[src/rtl/core/dmbc_pkg.sv]
// Types and constants shared by the cache tag directory modules.
package dmbc_pkg;

   localparam int LINE_INDEX_W = 4;
   localparam int WORD_W       = 32;

   typedef enum logic [1:0] {
      CMD_LOOKUP     = 2'd0,
      CMD_INSTALL    = 2'd1,
      CMD_INVALIDATE = 2'd2,
      CMD_SET_BASE   = 2'd3
   } cmd_type;

   typedef struct packed {
      cmd_type             command;
      logic [WORD_W-1:0]   block_number;
      logic [WORD_W-1:0]   block_count;
      logic [WORD_W-1:0]   new_base_sector;
   } req_type;

   typedef struct packed {
      logic                    hit;
      logic [LINE_INDEX_W-1:0] line_index;
      logic [WORD_W-1:0]       sector_address;
      logic [WORD_W-1:0]       sector_count;
   } rsp_type;

endpackage

[src/rtl/core/dmbc_line_map.sv]
// Block number to line index: residue modulo LINES via byte residue tables.
module dmbc_line_map #(
   parameter int LINES = 16
) (
   input  logic [dmbc_pkg::WORD_W-1:0] block_number,
   output logic [$clog2(LINES)-1:0]    line_idx
);

   localparam int IDX_W = $clog2(LINES);
   localparam int SUM_W = $clog2(4 * LINES);
   localparam int WEIGHT [4] = '{1 % LINES, 256 % LINES, 65536 % LINES, 16777216 % LINES};

   logic [IDX_W-1:0] res_tab [4][256];
   logic [SUM_W-1:0] sum;
   logic [SUM_W-1:0] red;

   for (genvar k = 0; k < 4; k++) begin : g_byte
      for (genvar b = 0; b < 256; b++) begin : g_entry
         assign res_tab[k][b] = IDX_W'((b * WEIGHT[k]) % LINES);
      end
   end

   always_comb begin
      sum = SUM_W'(res_tab[0][block_number[7:0]])
          + SUM_W'(res_tab[1][block_number[15:8]])
          + SUM_W'(res_tab[2][block_number[23:16]])
          + SUM_W'(res_tab[3][block_number[31:24]]);
      red = (sum >= SUM_W'(2 * LINES)) ? sum - SUM_W'(2 * LINES) : sum;
      line_idx = (red >= SUM_W'(LINES)) ? IDX_W'(red - SUM_W'(LINES)) : IDX_W'(red);
   end

endmodule

[src/rtl/core/dmbc_directory.sv]
// Tag, valid and base state with the per-command result and update logic.
module dmbc_directory #(
   parameter int LINES                   = 16,
   parameter int SECTORS_PER_BLOCK_COUNT = 8
) (
   input  logic                     clock,
   input  logic                     reset,
   input  logic                     fire,
   input  dmbc_pkg::req_type        req,
   input  logic [$clog2(LINES)-1:0] line_idx,
   output dmbc_pkg::rsp_type        rsp
);

   localparam logic [dmbc_pkg::WORD_W-1:0] SPB = dmbc_pkg::WORD_W'(SECTORS_PER_BLOCK_COUNT);

   logic [dmbc_pkg::WORD_W-1:0] tag_ff [LINES];
   logic [LINES-1:0]            valid_ff;
   logic [LINES-1:0]            valid_in;
   logic [dmbc_pkg::WORD_W-1:0] base_ff;
   logic [dmbc_pkg::WORD_W-1:0] base_in;
   logic                        tag_we;
   logic                        match;
   logic [dmbc_pkg::WORD_W-1:0] blk_addr;

   assign match    = valid_ff[line_idx] && (tag_ff[line_idx] == req.block_number);
   assign blk_addr = base_ff + req.block_number * SPB;

   always_comb begin
      valid_in = valid_ff;
      base_in  = base_ff;
      tag_we   = 1'b0;
      rsp.hit            = 1'b0;
      rsp.line_index     = dmbc_pkg::LINE_INDEX_W'(line_idx);
      rsp.sector_address = blk_addr;
      rsp.sector_count   = SPB;
      case (req.command)
         dmbc_pkg::CMD_LOOKUP: begin
            rsp.hit = match;
         end
         dmbc_pkg::CMD_INSTALL: begin
            rsp.hit = match;
            if (!match) begin
               tag_we             = 1'b1;
               valid_in[line_idx] = 1'b1;
            end
         end
         dmbc_pkg::CMD_INVALIDATE: begin
            for (int i = 0; i < LINES; i++) begin
               if (valid_ff[i] && ((tag_ff[i] - req.block_number) < req.block_count)) begin
                  valid_in[i] = 1'b0;
               end
            end
            rsp.sector_count = req.block_count * SPB;
         end
         dmbc_pkg::CMD_SET_BASE: begin
            if (req.new_base_sector != base_ff) begin
               valid_in = '0;
               base_in  = req.new_base_sector;
            end
            rsp.line_index     = '0;
            rsp.sector_address = req.new_base_sector;
            rsp.sector_count   = '0;
         end
         default: begin
            rsp.hit = 1'b0;
         end
      endcase
   end

   always_ff @(posedge clock) begin
      if (reset) begin
         valid_ff <= '0;
         base_ff  <= '0;
      end else if (fire) begin
         valid_ff <= valid_in;
         base_ff  <= base_in;
      end
   end

   always_ff @(posedge clock) begin
      if (fire && tag_we) begin
         tag_ff[line_idx] <= req.block_number;
      end
   end

endmodule

[src/rtl/core/direct_mapped_block_cache_tags.sv]
// Top level of the direct-mapped block cache tag directory.
//
//   channel | direction | payload            | transfer
//   req     | in        | dmbc_pkg::req_type | req_valid & req_ready
//   rsp     | out       | dmbc_pkg::rsp_type | rsp_valid & rsp_ready
//
// One command per cycle while results are taken; a request passes through the input register,
// the directory logic and the result register before its result shows.
// Directory state updates as a command moves from the input register to the result.
// Reset clears all valid bits and the sector base.
// A stalled result holds; the input register takes one more command meanwhile if it is empty.
module direct_mapped_block_cache_tags #(
   parameter int LINES                   = 16,
   parameter int SECTORS_PER_BLOCK_COUNT = 8
) (
   input  logic              clock,
   input  logic              reset,
   input  logic              req_valid,
   output logic              req_ready,
   input  dmbc_pkg::req_type req_data,
   output logic              rsp_valid,
   input  logic              rsp_ready,
   output dmbc_pkg::rsp_type rsp_data
);

   localparam int IDX_W = $clog2(LINES);

   logic              s1_valid_ff;
   logic              s1_valid_in;
   dmbc_pkg::req_type s1_ff;
   dmbc_pkg::req_type s1_in;
   logic              rsp_valid_ff;
   logic              rsp_valid_in;
   dmbc_pkg::rsp_type rsp_ff;
   dmbc_pkg::rsp_type rsp_in;
   logic              s1_move;
   logic [IDX_W-1:0]  line_idx;
   dmbc_pkg::rsp_type dir_rsp;

   assign s1_move   = s1_valid_ff && (!rsp_valid_ff || rsp_ready);
   assign req_ready = !s1_valid_ff || s1_move;
   assign rsp_valid = rsp_valid_ff;
   assign rsp_data  = rsp_ff;

   dmbc_line_map #(
      .LINES(LINES)
   ) u_line_map (
      .block_number(s1_ff.block_number),
      .line_idx    (line_idx)
   );

   dmbc_directory #(
      .LINES                  (LINES),
      .SECTORS_PER_BLOCK_COUNT(SECTORS_PER_BLOCK_COUNT)
   ) u_directory (
      .clock   (clock),
      .reset   (reset),
      .fire    (s1_move),
      .req     (s1_ff),
      .line_idx(line_idx),
      .rsp     (dir_rsp)
   );

   always_comb begin
      s1_valid_in  = (req_valid && req_ready) || (s1_valid_ff && !s1_move);
      s1_in        = (req_valid && req_ready) ? req_data : s1_ff;
      rsp_valid_in = s1_move || (rsp_valid_ff && !rsp_ready);
      rsp_in       = s1_move ? dir_rsp : rsp_ff;
   end

   always_ff @(posedge clock) begin
      if (reset) begin
         s1_valid_ff  <= 1'b0;
         rsp_valid_ff <= 1'b0;
      end else begin
         s1_valid_ff  <= s1_valid_in;
         rsp_valid_ff <= rsp_valid_in;
      end
   end

   always_ff @(posedge clock) begin
      s1_ff  <= s1_in;
      rsp_ff <= rsp_in;
   end

endmodule

[config.mk]
export PLATFORM = sky130hd
export DESIGN_NAME = direct_mapped_block_cache_tags
export DESIGN_NICKNAME = d
export VERILOG_FILES = /design/src/rtl/core/dmbc_pkg.sv /design/src/rtl/core/dmbc_line_map.sv /design/src/rtl/core/dmbc_directory.sv /design/src/rtl/core/direct_mapped_block_cache_tags.sv
export SDC_FILE = /design/constraint.sdc
export NUM_CORES = 2
export LEC_CHECK = 0
export ABC_AREA = 1
export CELL_PAD_IN_SITES_DETAIL_PLACEMENT = 1
export CELL_PAD_IN_SITES_GLOBAL_PLACEMENT = 2
export CORE_MARGIN = 2
export CORE_UTILIZATION = 30
export CTS_CLUSTER_SIZE = 10
export DETAILED_ROUTE_END_ITERATION = 10
export DONT_BUFFER_PORTS = 1
export PLACE_DENSITY = 0.73
export SLEW_MARGIN = 10
export SYNTH_ARGS = -nofsm -noshare
export SYNTH_HDL_FRONTEND = slang
export SYNTH_HIERARCHICAL = 1
export SYNTH_SLANG_ARGS = --single-unit
[constraint.sdc]
create_clock -name clock -period 15.4 [get_ports clock]
set_input_delay 0.77 -clock clock [delete_from_list [all_inputs] [get_ports clock]]
set_output_delay 0.77 -clock clock [all_outputs]
set_load 0.05 [all_outputs]
==> flow_metrics.py <==
metrics = {
    "drt": {
        "route.detailed.drc": 0,
        "detail_route.wl_per_cell_um": 30.8,
        "drtAntennaViolNets": 0,
        "drtPass1Iterations": 6,
        "drtIter0Drc": 5903,
        "dr_total_vias": 63600,
        "viasPerCell": 5.72,
        "routed_wl_mm": 342,
    },
    "setup_path": {
        "start_kind": "flop",
        "cp.arrival_ps": 7560,
        "path_max_fanout": 23,
        "r2r_setup_slack_ps": 8520,
        "cp-startpoint": "s1_ff[67]",
        "endpoint": "u_directory/valid_ff[11]",
        "r2r_cells": 27,
        "cp.required_ps": 16080,
        "crit_type": "reg2reg",
        "reg2reg_from": "s1_ff[67]",
        "end_kind": "flop",
        "r2r_end": "u_directory/valid_ff[11]",
    },
    "cts": {
        "cts_buffer_depth": 3,
        "clock-sinks": 729,
        "htreeDepth": 3,
        "cts_tree": "done",
        "numCtsBuffers": 93,
        "postCtsSetupRepairBufs": 0,
        "clkLatencyLatePin_ps": 780,
        "cts_root_buf": "clkbuf_16",
        "path_clk_slew_ps": 60,
        "post_cts_resized": 0,
        "cts_hold_buffers": 0,
    },
    "synthesis": {
        "synth_top_cell_by_area": "edfxtp_1",
        "avgSynthCellArea_um2": 8.13,
        "seq_area_frac_synth_pct": 32.7,
        "synth_cell_types": 44,
        "synth_top_area_share_pct": 31.2,
        "synthCells": 8051,
        "synth-edff-count": 679,
        "async_flop_share_pct": 0,
        "yosysMostFrequentCell": "nand2_1",
        "synthFlopType": "edfxtp_1",
        "ys_ff_latch": 729,
        "synthTopCellsByCount": "2085 x nand2_1, 1020 x ha_1, 905 x a21oi_1",
        "yosysWarnings": 6,
        "synthesis.area_mm2": 0.0654,
        "synth_area_leaders": "edfxtp_1 31%, ha_1 20%, nand2_1 12%",
    },
    "placed_design": {
        "dp.cells": 10900,
        "io_buffer_count": 0,
        "gp_congestion": 1.01,
        "dp_hpwl_mm": 257,
    },
    "global_route": {
        "antenna_found_initial": 29,
        "grt_pass1_vias": 65100,
        "grt_pass1_wl_mm": 477,
        "grt_overflow": 0,
        "grt_max_degree": 105,
        "grt_use_total_pct": 29.9,
    },
    "sta": {
        "rsz0062_at_grt": "no",
        "fin_crit_ps": 6880,
        "hold_violations": 0,
        "fmax_ghz": 0.145,
        "tns_ps": 0,
        "tightest_slew_ps": 1260,
        "fin_crit_sh_pct": 44.7,
        "setup_viol": 0,
        "fin_worst_skew_ps": 72.2,
        "finalMaxSlewViolations": 0,
        "slew_headroom_pct": 15.6,
    },
    "power_and_ir_drop": {
        "leakage_nw": 31.5,
        "pwr_density_cell_mw_per_mm2": 85.0,
        "vdd_drop_max_mv": 0.0995,
    },
    "finish": {
        "fin_cells": 11100,
        "syn_to_final_growth_pct": 11.2,
        "fin_nets": 9314,
        "drive_above_1_share_pct": 4.11,
        "fill_cells": 26000,
    },
    "outcome": {
        "status": "complete, no violations",
    },
    "flow_run": {
        "maxCapViolations": 0,
    },
    "floorplanning": {
        "die_x_um": 471,
        "die_h_um": 471,
        "die-area_mm2": 0.222,
        "ioPinCount": 173,
        "rows": 171,
        "core_mm2": 0.217,
        "start_util_pct": 30.2,
    },
    "worst_hold_path": {
        "hp-start": "reset",
        "hold_path.class": "in2reg",
    },
}
-- cell usage in the layout, fill, tap and decap left out, drive strengths merged, types with 35 or more instances in the layout --
cell / n
a211oi: 35
a21boi: 69
a21o: 42
a21oi: 906
a31oi: 105
buf: 150
clkbuf: 131
dfxtp: 50
edfxtp: 679
ha: 1020
inv: 641
nand2: 2087
nand3: 258
nand4: 127
nor2: 452
nor3: 123
nor4: 35
o21a: 78
o21ai: 463
o221ai: 48
xnor2: 210
xor2: 324
-- flip-flops by register name (all words and copies together) (netlist names) --
name,cells
u_directory/tag_ff,512
s1_ff,98
rsp_data,69
u_directory/base_ff,32
u_directory/valid_ff,16
rsp_valid,1
s1_valid_ff,1
-- worst min-delay path by stage --
stage	endpoint	slack [ps]	cells past startpoint
2_1_floorplan	u_directory/base_ff[0]	450	2
3_3_place_gp	u_directory/valid_ff[13]	460	2
3_5_place_dp	u_directory/valid_ff[11]	470	2
4_1_cts	s1_valid_ff	30	1
5_1_grt	s1_valid_ff	60	1
6_report	s1_valid_ff	60	1
-- kinds of logic after synthesis --
logic type | count (synthesis) | synth area share [%]
AO/OA/AOI/OAI | 1856 | 16.1
XOR/XNOR | 534 | 7.15
adder cells (fa/ha/maj) | 1037 | 20.0
buffers and inverters | 764 | 4.52
flip-flops | 729 | 32.7
other | 1 | 0.00573
AND/OR/NAND/NOR | 3130 | 19.5
-- metal layers --
| metal | part of all wire (%) | up-vias | global-route usage [%] | wire [um] |
|---|---|---|---|---|
| met2 | 46 | 2539 | 49.0 | 156000 |
| li1 | - | 28600 | - | - |
| met4 | 5.1 | 6 | 13.7 | 17500 |
| met3 | 7.3 | 563 | 4.42 | 24800 |
| met1 | 42 | 31800 | 38.6 | 144000 |
| met5 | 0.012 | - | 0 | 40 |
-- per-stage QoR --
step / total power, mW / util [%] / setup WS [ps] / hold slack, ps / instance area (um2)
CTS: 6.20 / 33.5 / 8690 / 30.5 / 72700
global placement: 3.94 / 32.2 / 8740 / 458 / 69800
finish: 6.18 / 33.5 / 8520 / 63.4 / 72700
global route: 6.43 / 33.5 / 8130 / 61.2 / 72700
detailed placement: 3.99 / 32.2 / 8730 / 473 / 69800
floorplan: 3.33 / - / 8050 / 451 / 65400
-- cell type report --
type / instances / area, um2 / share of cell area [%]
Timing Repair Buffer: 150 / 1140 / 1.57
Tap cell: 2854 / 3570 / 4.91
Clock inverter: 35 / 420 / 0.578
Multi-Input combinational cell: 6560 / 41200 / 56.7
Antenna cell: 12 / 30.0 / 0.0413
Clock buffer: 131 / 2530 / 3.48
Sequential cell: 729 / 21400 / 29.4
Inverter: 641 / 2410 / 3.32
-- power breakdown --
| part | internal (mW) | switching, mW | total (mW) | leakage [nW] |
|---|---|---|---|---|
| logic | 0.529 | 1.19 | 1.72 | 23.5 |
| clock network | 1.22 | 0.982 | 2.20 | 1.42 |
| registers | 2.21 | 0.0562 | 2.26 | 6.63 |
-- critical path, cell delays in order (launching register included) --
cell and delay [ps]:
edfxtp_1 320, buf_4 320, inv_1 310, buf_4 300, ha_1 400, nand2_1 100
o21ai_0 200, nor2_1 110, o21ai_0 420, nand3_1 130, nand2_1 300, a21oi_1 170
o21ai_0 480, nand2_1 190, o21ai_0 490, nand2_1 110, nand2_1 100, xor2_1 80
ha_1 310, nand2_1 80, nor3_1 430, nor4b_1 850, nand2_1 120, nand3_1 100
nand2_1 70, nand3_1 100, nand2_1 70, a21oi_1 110
Power figures use the tool's default switching activity.
